File: src/rtl/rmss_pkg.sv
// Shared widths, modulus constants and the result type of the repeated
// maximum subarray sum block. No dependencies.
package rmss_pkg;

  localparam int ELEM_W = 15;
  localparam int RC_W   = 17;
  localparam int RES_W  = 30;

  localparam int MOD_K = 30;
  localparam logic [31:0] ANSWER_MOD    = 32'd1000000007;
  localparam logic [31:0] ANSWER_MOD_X2 = ANSWER_MOD << 1;

  localparam int MU_W = 31;
  localparam int BARRETT_SHIFT = MOD_K + 1;
  localparam logic [63:0] MU_FULL = (64'd1 << (2 * MOD_K)) / {32'd0, ANSWER_MOD};
  localparam logic [MU_W-1:0] BARRETT_MU = MU_FULL[MU_W-1:0];

  localparam int FIFO_DEPTH = 16;
  localparam int FIFO_AW    = 4;
  localparam int FIFO_CW    = 5;

  typedef struct packed {
    logic [RES_W-1:0] max_sum_mod;
    logic             too_long;
  } rmss_result_t;

endpackage

File: src/rtl/repeated_max_subarray_sum.sv
// Maximum subarray sum of a streamed array repeated repeat_count times, mod 1e9+7.
// Uses rmss_pkg for widths, the Barrett constants and the result type.
//
// One element is taken every cycle while in_stall is low. Running total, Kadane
// sums and prefix extremes update in the cycle an element is accepted; the element
// marked last also loads a snapshot into a six-stage result pipeline (snapshot,
// two-copy best, one multiply, one add and a Barrett reduction in two multiply
// stages, with the final correction on the way into the queue), so its result
// passes through the stages into the output queue, which then raises out_valid.
// The 16-entry output queue lets input continue while results wait; in_stall
// rises only while 16 results are outstanding (accepted last elements not yet
// taken at the output).
module repeated_max_subarray_sum
  import rmss_pkg::*;
#(
  parameter int MAX_LENGTH = 65536
) (
  input  logic                     clk,
  input  logic                     rst_n,
  input  logic                     in_valid,
  output logic                     in_stall,
  input  logic signed [ELEM_W-1:0] in_element_value,
  input  logic                     in_is_last,
  output logic                     out_valid,
  input  logic                     out_stall,
  output logic [RES_W-1:0]         out_max_sum_mod,
  output logic                     out_too_long,
  input  logic                     cfg_wr_en,
  input  logic [RC_W-1:0]          cfg_repeat_count
);

  localparam int CNT_W  = $clog2(MAX_LENGTH + 1);
  localparam int SUM_W  = $clog2(MAX_LENGTH) + 16;
  localparam int OPB_W  = SUM_W - 1;
  localparam int PROD_W = RC_W + OPB_W;
  localparam int X_W    = PROD_W + 1;
  localparam int Q_W    = X_W - (MOD_K - 1);
  localparam int QF_W   = Q_W + MU_W;
  localparam int QM_W   = Q_W + MOD_K;
  localparam logic [CNT_W-1:0] MAX_CNT = CNT_W'(MAX_LENGTH);

  logic [RC_W-1:0] rc_r;

  logic                    accept;
  logic                    full;
  logic signed [SUM_W-1:0] v_ext;
  logic signed [SUM_W-1:0] tot_sum, cur_sum, cur_clip;
  logic signed [SUM_W-1:0] tot_upd, cur_upd, best_upd, min_upd, max_upd;
  logic [CNT_W-1:0]        cnt_upd;
  logic                    ovf_upd;

  logic signed [SUM_W-1:0] tot_r, cur_r, best_r, min_r, max_r;
  logic signed [SUM_W-1:0] tot_nxt, cur_nxt, best_nxt, min_nxt, max_nxt;
  logic [CNT_W-1:0]        cnt_r, cnt_nxt;
  logic                    ovf_r, ovf_nxt;

  logic                    s1_vld_r, s1_tl_r;
  logic signed [SUM_W-1:0] s1_tot_r, s1_best_r, s1_min_r, s1_max_r;

  logic signed [SUM_W:0]   span, best_w, two_copy;
  logic                    tot_pos;
  logic [SUM_W-1:0]        base;
  logic [RC_W-1:0]         opa;

  logic                    s2_vld_r, s2_tl_r;
  logic [SUM_W-1:0]        s2_base_r;
  logic [RC_W-1:0]         s2_opa_r;
  logic [OPB_W-1:0]        s2_opb_r;

  logic                    s3_vld_r, s3_tl_r;
  logic [SUM_W-1:0]        s3_base_r;
  logic [PROD_W-1:0]       s3_prod_r;

  logic                    s4_vld_r, s4_tl_r;
  logic [X_W-1:0]          s4_x_r;

  logic [QF_W-1:0]         q_full;
  logic                    s5_vld_r, s5_tl_r;
  logic [Q_W-1:0]          s5_q_r;
  logic [31:0]             s5_xl_r;

  logic [QM_W-1:0]         qm;
  logic                    s6_vld_r, s6_tl_r;
  logic [31:0]             s6_r_r;

  logic [31:0]             r_red;
  rmss_result_t            push_data;
  logic                    push, pop;

  rmss_result_t            fifo_r [FIFO_DEPTH];
  logic [FIFO_AW-1:0]      wr_ptr_r, rd_ptr_r;
  logic [FIFO_CW-1:0]      occ_r, occ_nxt, pend_r, pend_nxt;
  logic                    in_stall_r, in_stall_nxt;

  assign accept = in_valid && !in_stall_r;
  assign full   = cnt_r >= MAX_CNT;
  assign v_ext  = {{(SUM_W - ELEM_W){in_element_value[ELEM_W-1]}}, in_element_value};

  always_comb begin
    tot_sum  = tot_r + v_ext;
    cur_sum  = cur_r + v_ext;
    cur_clip = cur_sum[SUM_W-1] ? '0 : cur_sum;
    if (full) begin
      tot_upd  = tot_r;
      cur_upd  = cur_r;
      best_upd = best_r;
      min_upd  = min_r;
      max_upd  = max_r;
      cnt_upd  = cnt_r;
    end else begin
      tot_upd  = tot_sum;
      cur_upd  = cur_clip;
      best_upd = (cur_clip > best_r) ? cur_clip : best_r;
      min_upd  = (tot_sum < min_r) ? tot_sum : min_r;
      max_upd  = (tot_sum > max_r) ? tot_sum : max_r;
      cnt_upd  = cnt_r + 1'b1;
    end
    ovf_upd = ovf_r | full;

    if (in_is_last) begin
      tot_nxt  = '0;
      cur_nxt  = '0;
      best_nxt = '0;
      min_nxt  = '0;
      max_nxt  = '0;
      cnt_nxt  = '0;
      ovf_nxt  = 1'b0;
    end else begin
      tot_nxt  = tot_upd;
      cur_nxt  = cur_upd;
      best_nxt = best_upd;
      min_nxt  = min_upd;
      max_nxt  = max_upd;
      cnt_nxt  = cnt_upd;
      ovf_nxt  = ovf_upd;
    end
  end

  always_ff @(posedge clk) begin
    if (!rst_n) begin
      rc_r   <= RC_W'(1);
      tot_r  <= '0;
      cur_r  <= '0;
      best_r <= '0;
      min_r  <= '0;
      max_r  <= '0;
      cnt_r  <= '0;
      ovf_r  <= 1'b0;
    end else begin
      if (cfg_wr_en) begin
        rc_r <= cfg_repeat_count;
      end
      if (accept) begin
        tot_r  <= tot_nxt;
        cur_r  <= cur_nxt;
        best_r <= best_nxt;
        min_r  <= min_nxt;
        max_r  <= max_nxt;
        cnt_r  <= cnt_nxt;
        ovf_r  <= ovf_nxt;
      end
    end
  end

  // two-copy best, multiplier operands
  always_comb begin
    span     = {s1_tot_r[SUM_W-1], s1_tot_r} - {s1_min_r[SUM_W-1], s1_min_r}
               + {s1_max_r[SUM_W-1], s1_max_r};
    best_w   = {s1_best_r[SUM_W-1], s1_best_r};
    two_copy = (best_w > span) ? best_w : span;
    base     = (rc_r <= RC_W'(1)) ? s1_best_r[SUM_W-1:0] : two_copy[SUM_W-1:0];
    tot_pos  = !s1_tot_r[SUM_W-1] && (s1_tot_r != '0);
    opa      = (rc_r >= RC_W'(2) && tot_pos) ? rc_r - RC_W'(2) : '0;
  end

  // Barrett quotient and final correction
  assign q_full = QF_W'(s4_x_r[X_W-1:MOD_K-1]) * QF_W'(BARRETT_MU);
  assign qm     = QM_W'(s5_q_r) * QM_W'(ANSWER_MOD[MOD_K-1:0]);

  always_comb begin
    if (s6_r_r >= ANSWER_MOD_X2) begin
      r_red = s6_r_r - ANSWER_MOD_X2;
    end else if (s6_r_r >= ANSWER_MOD) begin
      r_red = s6_r_r - ANSWER_MOD;
    end else begin
      r_red = s6_r_r;
    end
    push_data.max_sum_mod = r_red[RES_W-1:0];
    push_data.too_long    = s6_tl_r;
  end

  always_ff @(posedge clk) begin
    s1_tot_r  <= tot_upd;
    s1_best_r <= best_upd;
    s1_min_r  <= min_upd;
    s1_max_r  <= max_upd;
    s1_tl_r   <= ovf_upd;

    s2_base_r <= base;
    s2_opa_r  <= opa;
    s2_opb_r  <= s1_tot_r[OPB_W-1:0];
    s2_tl_r   <= s1_tl_r;

    s3_prod_r <= PROD_W'(s2_opa_r) * PROD_W'(s2_opb_r);
    s3_base_r <= s2_base_r;
    s3_tl_r   <= s2_tl_r;

    s4_x_r    <= X_W'(s3_prod_r) + X_W'(s3_base_r);
    s4_tl_r   <= s3_tl_r;

    s5_q_r    <= q_full[BARRETT_SHIFT +: Q_W];
    s5_xl_r   <= s4_x_r[31:0];
    s5_tl_r   <= s4_tl_r;

    s6_r_r    <= s5_xl_r - qm[31:0];
    s6_tl_r   <= s5_tl_r;
  end

  always_ff @(posedge clk) begin
    if (!rst_n) begin
      s1_vld_r <= 1'b0;
      s2_vld_r <= 1'b0;
      s3_vld_r <= 1'b0;
      s4_vld_r <= 1'b0;
      s5_vld_r <= 1'b0;
      s6_vld_r <= 1'b0;
    end else begin
      s1_vld_r <= accept && in_is_last;
      s2_vld_r <= s1_vld_r;
      s3_vld_r <= s2_vld_r;
      s4_vld_r <= s3_vld_r;
      s5_vld_r <= s4_vld_r;
      s6_vld_r <= s5_vld_r;
    end
  end

  // output queue and request credit
  assign push = s6_vld_r;
  assign pop  = out_valid && !out_stall;

  always_comb begin
    occ_nxt      = occ_r + FIFO_CW'(push) - FIFO_CW'(pop);
    pend_nxt     = pend_r + FIFO_CW'(accept && in_is_last) - FIFO_CW'(pop);
    in_stall_nxt = pend_nxt >= FIFO_CW'(FIFO_DEPTH);
  end

  always_ff @(posedge clk) begin
    if (push) begin
      fifo_r[wr_ptr_r] <= push_data;
    end
  end

  always_ff @(posedge clk) begin
    if (!rst_n) begin
      wr_ptr_r   <= '0;
      rd_ptr_r   <= '0;
      occ_r      <= '0;
      pend_r     <= '0;
      in_stall_r <= 1'b0;
    end else begin
      if (push) begin
        wr_ptr_r <= wr_ptr_r + 1'b1;
      end
      if (pop) begin
        rd_ptr_r <= rd_ptr_r + 1'b1;
      end
      occ_r      <= occ_nxt;
      pend_r     <= pend_nxt;
      in_stall_r <= in_stall_nxt;
    end
  end

  assign in_stall        = in_stall_r;
  assign out_valid       = occ_r != '0;
  assign out_max_sum_mod = fifo_r[rd_ptr_r].max_sum_mod;
  assign out_too_long    = fifo_r[rd_ptr_r].too_long;

endmodule

File: config.mk
export PLATFORM = sky130hd
export DESIGN_NAME = repeated_max_subarray_sum
export DESIGN_NICKNAME = d
export VERILOG_FILES = /design/src/rtl/rmss_pkg.sv /design/src/rtl/repeated_max_subarray_sum.sv
export SDC_FILE = /design/constraint.sdc
export NUM_CORES = 2
export LEC_CHECK = 0
export BUFFER_PORTS_ARGS = -buffer_cell sky130_fd_sc_hd__clkbuf_2
export CORE_ASPECT_RATIO = 1.4
export CORE_UTILIZATION = 30
export DETAILED_ROUTE_END_ITERATION = 10
export HOLD_SLACK_MARGIN = 0.12
export PLACE_DENSITY_LB_ADDON = 0.08
export SLEW_MARGIN = 15
export SYNTH_ARGS = -nofsm -noshare
export SYNTH_HDL_FRONTEND = slang
export SYNTH_SLANG_ARGS = --single-unit
File: constraint.sdc
create_clock -name clk -period 6.62 [get_ports clk]
set_clock_uncertainty 0.2 [all_clocks]
set_input_delay 1.324 -clock clk [delete_from_list [all_inputs] [get_ports clk]]
set_output_delay 1.324 -clock clk [all_outputs]
set_load 0.01 [all_outputs]
# Yosys cells after proc, flatten, opt, wreduce, memory -nomap -nowiden
# Memory sizes are Yosys's and may differ from the RTL's. A register that Yosys moved wholly into a read port is not among the register bits.
# Cells that the tools add are included.
# W data, S select, Z words.
dict set report totals {
  reg_bits 647
  ramBits 496
  inputBits 38
  output_inout_bits 33
  wordCells 106
  mem_count 1
}
dict set report classes {
  addsub 16
  mul 3
  magnitude_cmp 10
  eq_ne 1
  n_mux 25
  n_bitwise 1
  reduce_logical 11
}
# memory depth word_bits read_ports rd_clocked_by_memory_dff write_ports line
set memory_table {}
lappend memory_table {fifo_r 16 31 1 1 1 repeated_max_subarray_sum.sv:90} ;# rmss_result_t fifo_r [FIFO_DEPTH];
# op n
set ops {}
lappend ops {{$mux W32} 15}
lappend ops {{$add A32 B15 Y32} 2}
lappend ops {{$gt A32 B32 Y1} 2}
lappend ops {{$mux W30} 2}
lappend ops {{$sub A30 B30 Y30 const B} 2}
lappend ops {{$add A48 B32 Y49} 1}
lappend ops {{$mul A17 B31 Y48} 1}
lappend ops {{$mul A20 B28 Y48 const B} 1}
lappend ops {{$mux W17} 2}
lappend ops {{$add A33 B33 Y33} 1}
lappend ops {{$gt A32 B33 Y1} 1}
lappend ops {{$sub A32 B32 Y33} 1}
lappend ops {{$ge A32 B30 Y1 const B} 1}
lappend ops {{$ge A32 B31 Y1 const B} 1}
lappend ops {{$lt A32 B32 Y1} 1}
lappend ops {{$mul A20 B30 Y32 const B} 1}
lappend ops {{$reduce_bool A32 Y1} 1}
lappend ops {{$sub A32 B32 Y32} 1}
lappend ops {{$mux W31} 1}
lappend ops {{$add A17 B1 Y17 const B} 1}
lappend ops {{$ge A17 B17 Y1 const B} 1}
lappend ops {{$ge A17 B2 Y1 const B} 1}
lappend ops {{$le A17 B1 Y1 const B} 1}
lappend ops {{$sub A17 B2 Y17 const B} 1}
lappend ops {{12 further kinds} 24}

# Logic depth before layout (Yosys ltp)
dict set report logic_depth {
  word_depth 6
  mapped_depth 25
  ltp_nobuf 25
}

# Worst setup path after synthesis
# OpenSTA, ideal clock, no wires.
dict set report synth_path {
  path_type {register to register}
  start {register s4_x_r[37]}
  end {register s5_q_r[18]}
  t_arrival_ns 6.240
  t_required_ns 6.300
  setup_slack_ns 0.061
  stages_incl_launch_ff 22
  synth_period_minus_slack_ns 6.559
  path_cell_list {dfxtp_1 inv_1 fa_1 fa_1 fa_1 fa_1 inv_1 fa_1 fa_1 inv_1 fa_1 inv_1 ha_1 a21oi_1 o21ai_0 a211oi_1 nand3_1 o211ai_1 a211oi_1 or3_1 o31a_1 xor2_1}
}
dict set report synth_via {
  elab_chain_len 1
}
# item line
set synth_lines {}
lappend synth_lines {{start, declared} repeated_max_subarray_sum.sv:75} ;# logic [X_W-1:0] s4_x_r;
lappend synth_lines {{start signal, assigned} repeated_max_subarray_sum.sv:208} ;# s4_x_r <= X_W'(s3_prod_r) + X_W'(s3_base_r);
lappend synth_lines {{$mul A20 B28 Y48} repeated_max_subarray_sum.sv:177} ;# assign q_full = QF_W'(s4_x_r[X_W-1:MOD_K-1]) * QF_W'(BARRETT_MU);
lappend synth_lines {{via q_full[49]} repeated_max_subarray_sum.sv:77} ;# logic [QF_W-1:0] q_full;
lappend synth_lines {{end signal, assigned} repeated_max_subarray_sum.sv:211} ;# s5_q_r <= q_full[BARRETT_SHIFT +: Q_W];
lappend synth_lines {{end, declared} repeated_max_subarray_sum.sv:79} ;# logic [Q_W-1:0] s5_q_r;
# The timed path passes the listed nets, and every way through them passes these cells.
# A chain may end at the register's enable or synchronous reset.

# Worst setup path after layout
dict set report layout_path {
  start {register s4_x_r[48]}
  end {register s5_q_r[19]}
}
# Same word-level chain as after synthesis.

==> impl_metrics.yaml <==
clock_tree:
  worst_skew_pair_latency_ps: 820
  htreeDepth: 4
  clk_tree_root_cell: "clkbuf_16"
  cts_buffer_depth: 4
  tritoncts.num_buffers: 142
  clock_tree_from_tritoncts: "built"
  cts.reportedPaths.clkPinSlew_ps: 60
  cts.sinks: 1145
layout:
  filler_cell_count: 27050
  synthToLayoutAreaGrowth_pct: 19.6
  number_of_nets_in_the_layout: 9859
  post_route_cells_drive_above_1_share: 0.186
placed_design:
  gp_congestion: 0.858
  pre_cts_ws_ps: -752
  number_of_buffers_inserted_by_port_buffering: 70
  place.detailed.hpwl_mm: 190
floorplan:
  floorplan.die.height_um: 619
  dieArea_um2: 274000
  width_of_the_die_um: 443
  floorplan.initialDensity: 0.302
  core.rowCount: 226
  io-pin-count: 71
  core_area_um2: 271000
global_route:
  vias_in_the_first_global_route: 60287
  antenna_found_initial: 5
  globalRoute.totalOverflow: 0
  grt_usage: 0.177
  grt_pass1_wl_mm: 368
  grt_max_degree: 67
synth:
  synthDominantCellAreaShare: 0.196
  synth_enable_flop_cells: 496
  avgSynthCellArea_um2: 11.0
  synth_cell_type_count: 97
  synthesis.instances: 7441
  async_reset_ff_frac: 0
  synth_seq_area_share: 0.341
  postSynth.topFlopCell: "dfxtp_1"
  synth.yosys.warnings: 0
  synth_fp_nets: 9094
  synth.ff_latch_count: 1145
  syn_area_um2: 81700
  netlist.top_cell.by_area: "fa_1"
  cells_taking_the_most_area_after_synthesis: "fa_1 20%, edfxtp_1 18%, dfxtp_1 16%"
hold_path:
  min_path_type: "flip-flop to flip-flop"
  timing.hold.worst_path_depth: 0
  hold_path_end: "s5_xl_r[26]$_DFF_P_"
  timing.hold.worst.start: "s4_x_r[26]$_DFF_P_"
worst_setup_path:
  critPathRequiredTime_ps: 7080
  critPathMostFrequentCell: "fa_1"
  worst-r2r-cell-count: 22
  critical-path-max-stage-delay_ps: 610
  timing.reg2reg.setup_slack_ps: -30
  critPathSlowestCell: "fa_2"
  cell_chain_critical_path: "fa_2 -> inv_2 -> fa_1 -> inv_1 -> fa_2 -> fa_1 -> fa_1 -> fa_1 -> fa_2 -> ha_4 -> a21o_1 -> a21o_1 -> a211oi_4 -> buf_6 -> nand3_2 -> o211ai_1 -> buf_4 -> a211oi_4 -> or3_4 -> o31a_1 -> nand2_1 -> xnor2_1"
  crit_arrival_ps: 7120
  crit-reg2reg-launch: "s4_x_r[48]$_DFF_P_"
  critPathKind: "flip-flop to flip-flop"
  r2r_end: "s5_q_r[19]$_DFF_P_"
  worst_path_buf_inv: 4
  end_kind: "flip-flop"
  crit_family: "adder cells"
  worst_path_fanout_max: 3
  critical_path.startpoint_type: "flip-flop"
timing:
  setup_ws_ps: -34.5
  report.final.hold_viol_count: 0
  rsz0062_at_grt: "true"
  timing.final.crit_period_ps: 6650
  worst_slew_pin_slew_ps: 1150
  report.final.slew_viol_count: 0
  maxSlewHeadroom: 0.233
  clock.fmax_mhz: 150
  setup-violations-final: 2
  period_share: 1.01
status:
  outcome: "finished with violations"
  violations: "setup timing"
route:
  via_count: 54662
  detail_route.first_pass.iterations: 7
  vias_per_cell: 4.62
  routedWlPerCell_um: 20.4
  antenna_left: 0
  detail_route.drc_violations: 0
  detail_route.wirelength_mm: 241
  drt_iter0_drc: 2096
run:
  timing.max_cap.violations: 0
-- worst max-delay path by stage --
stage / startpoint / end / cells past startpoint
after floorplan: s4_x_r[37]$_DFF_P_ / s5_q_r[18]$_DFF_P_ / 21
after global placement: s2_opa_r[15]$_SDFF_PN0_ / s3_prod_r[45]$_DFF_P_ / 21
after CTS: s4_x_r[48]$_DFF_P_ / s5_q_r[19]$_DFF_P_ / 22
after detailed placement: s2_opa_r[15]$_SDFF_PN0_ / s3_prod_r[45]$_DFF_P_ / 21
final: s4_x_r[48]$_DFF_P_ / s5_q_r[19]$_DFF_P_ / 22
after global routing: s4_x_r[48]$_DFF_P_ / s5_q_r[19]$_DFF_P_ / 22
-- kinds of logic (layout without fill, tap and decap cells) --
kind of cell,after synthesis,count (layout),synth area share
simple gates,1513,1513,0.0910
buf+inv,1559,2424,0.0718
mux,278,278,0.0589
compound gates,1027,1027,0.0827
fa+ha+maj,1615,1615,0.321
other cells,0,3,0
flops,1145,1145,0.341
xor+xnor,304,304,0.0331
-- state kept, by name, indices dropped and copies added (netlist names), 32 cells and up, named ones only --
name,cells
best_r,32
fifo_r,496
max_r,32
min_r,32
s1_best_r,32
s1_max_r,32
s1_min_r,32
s1_tot_r,32
s2_base_r,32
s3_base_r,32
s3_prod_r,48
s4_x_r,49
s5_xl_r,32
s6_r_r,32
tot_r,32
-- cell usage after synthesis, types with 19 or more instances --
library cell  instances
a211oi_1             25
a21o_1              126
a21oi_1             261
a22o_1               34
a22oi_1              40
a31oi_1              24
a32o_1               33
and2_1              250
and3_1               40
buf_1                19
clkbuf_1            193
dfxtp_1             649
edfxtp_1            496
fa_1                801
ha_1                814
inv_1              1335
mux2_2               69
mux2i_1              52
mux4_2              155
nand2_1             606
nand2b_1             43
nand3_1              67
nand4_1              58
nor2_1              194
nor2b_1             105
nor3_1               46
nor4_1               32
o211ai_1             22
o21a_1               48
o21ai_0             207
o21ai_1              60
o21bai_1             24
xnor2_1             204
xor2_1               96
-- worst register-to-register path: stages (launching register included) --
cell      delay (ps)
dfxtp_4          370
fa_2             610
inv_2             40
fa_1             480
inv_1             50
fa_2             460
fa_1             590
fa_1             440
fa_1             530
fa_2             460
ha_4             180
a21o_1           170
a21o_1           210
a211oi_4         250
buf_6            150
nand3_2           60
o211ai_1         250
buf_4            180
a211oi_4          50
or3_4            350
o31a_1           270
nand2_1           90
xnor2_1          110
-- layer usage --
metal	track usage	share of wire	vias to the layer above
met1	0.206	0.41	27508
met2	0.340	0.54	609
met5	0	0	-
met3	0.0145	0.023	281
met4	0.0491	0.027	0
li1	-	-	26264
-- area by class of cell --
type | count | area (µm²) | share of cell area
antenna | 3 | 7.51 | 0.0000769
clock buffer | 182 | 3850 | 0.0394
clock inverter | 62 | 659 | 0.00675
inverter | 1335 | 5010 | 0.0513
multi-input combinational | 4737 | 48900 | 0.501
sequential | 1145 | 28000 | 0.287
tap | 3534 | 4420 | 0.0453
timing repair buffer | 845 | 6830 | 0.0699
-- layout by cell type (no fill, tap or decap), types with 23 or more instances in the layout --
master     count
dfxtp_1      597
dfxtp_2       32
nor2_1       190
a32o_1        33
and2_1       227
a22o_1        34
nor3_1        43
nand2_1      602
o21ai_0      196
buf_4        704
ha_1         799
clkbuf_1      29
xor2_1        90
a21oi_1      241
a21o_1       126
nor4_1        28
and3_1        38
a22oi_1       40
fa_1         774
o21bai_1      23
nand3_1       61
nand2b_1      42
mux2_2        69
o21a_1        48
mux2i_1       50
xnor2_1      192
edfxtp_1     496
inv_1       1323
nand4_1       58
nor2b_1      103
clkbuf_2      69
fa_2          27
mux4_2       155
o21ai_1       64
clkbuf_16    147
buf_12        39
-- metrics by stage --
step	hold WS (ps)	TNS (ps)	std cells	cell area, µm²	utilization
2_1_floorplan	110	0	7441	81700	-
3_5_place_dp	112	-67360	11568	91800	0.339
4_1_cts	124	-396	11827	96800	0.358
6_report	111	-64.0	11843	97700	0.361
5_1_grt	120	-1410	11841	97700	0.361
3_3_place_gp	110	-74550	11567	91800	0.339
-- timing repair --
action                                  in CTS  in global routing
gates cloned                                 0                  2
pin swaps                                   36                104
setup buffers                               11                 14
hold buffers                                 5                  0
endpoints found under the hold margin        5                  0
endpoints found under the setup margin      40                 61
gates resized for setup                    111                168
Power is not shown: default switching activity piles up to over one toggle a cycle in this logic, so the estimate is an artifact.
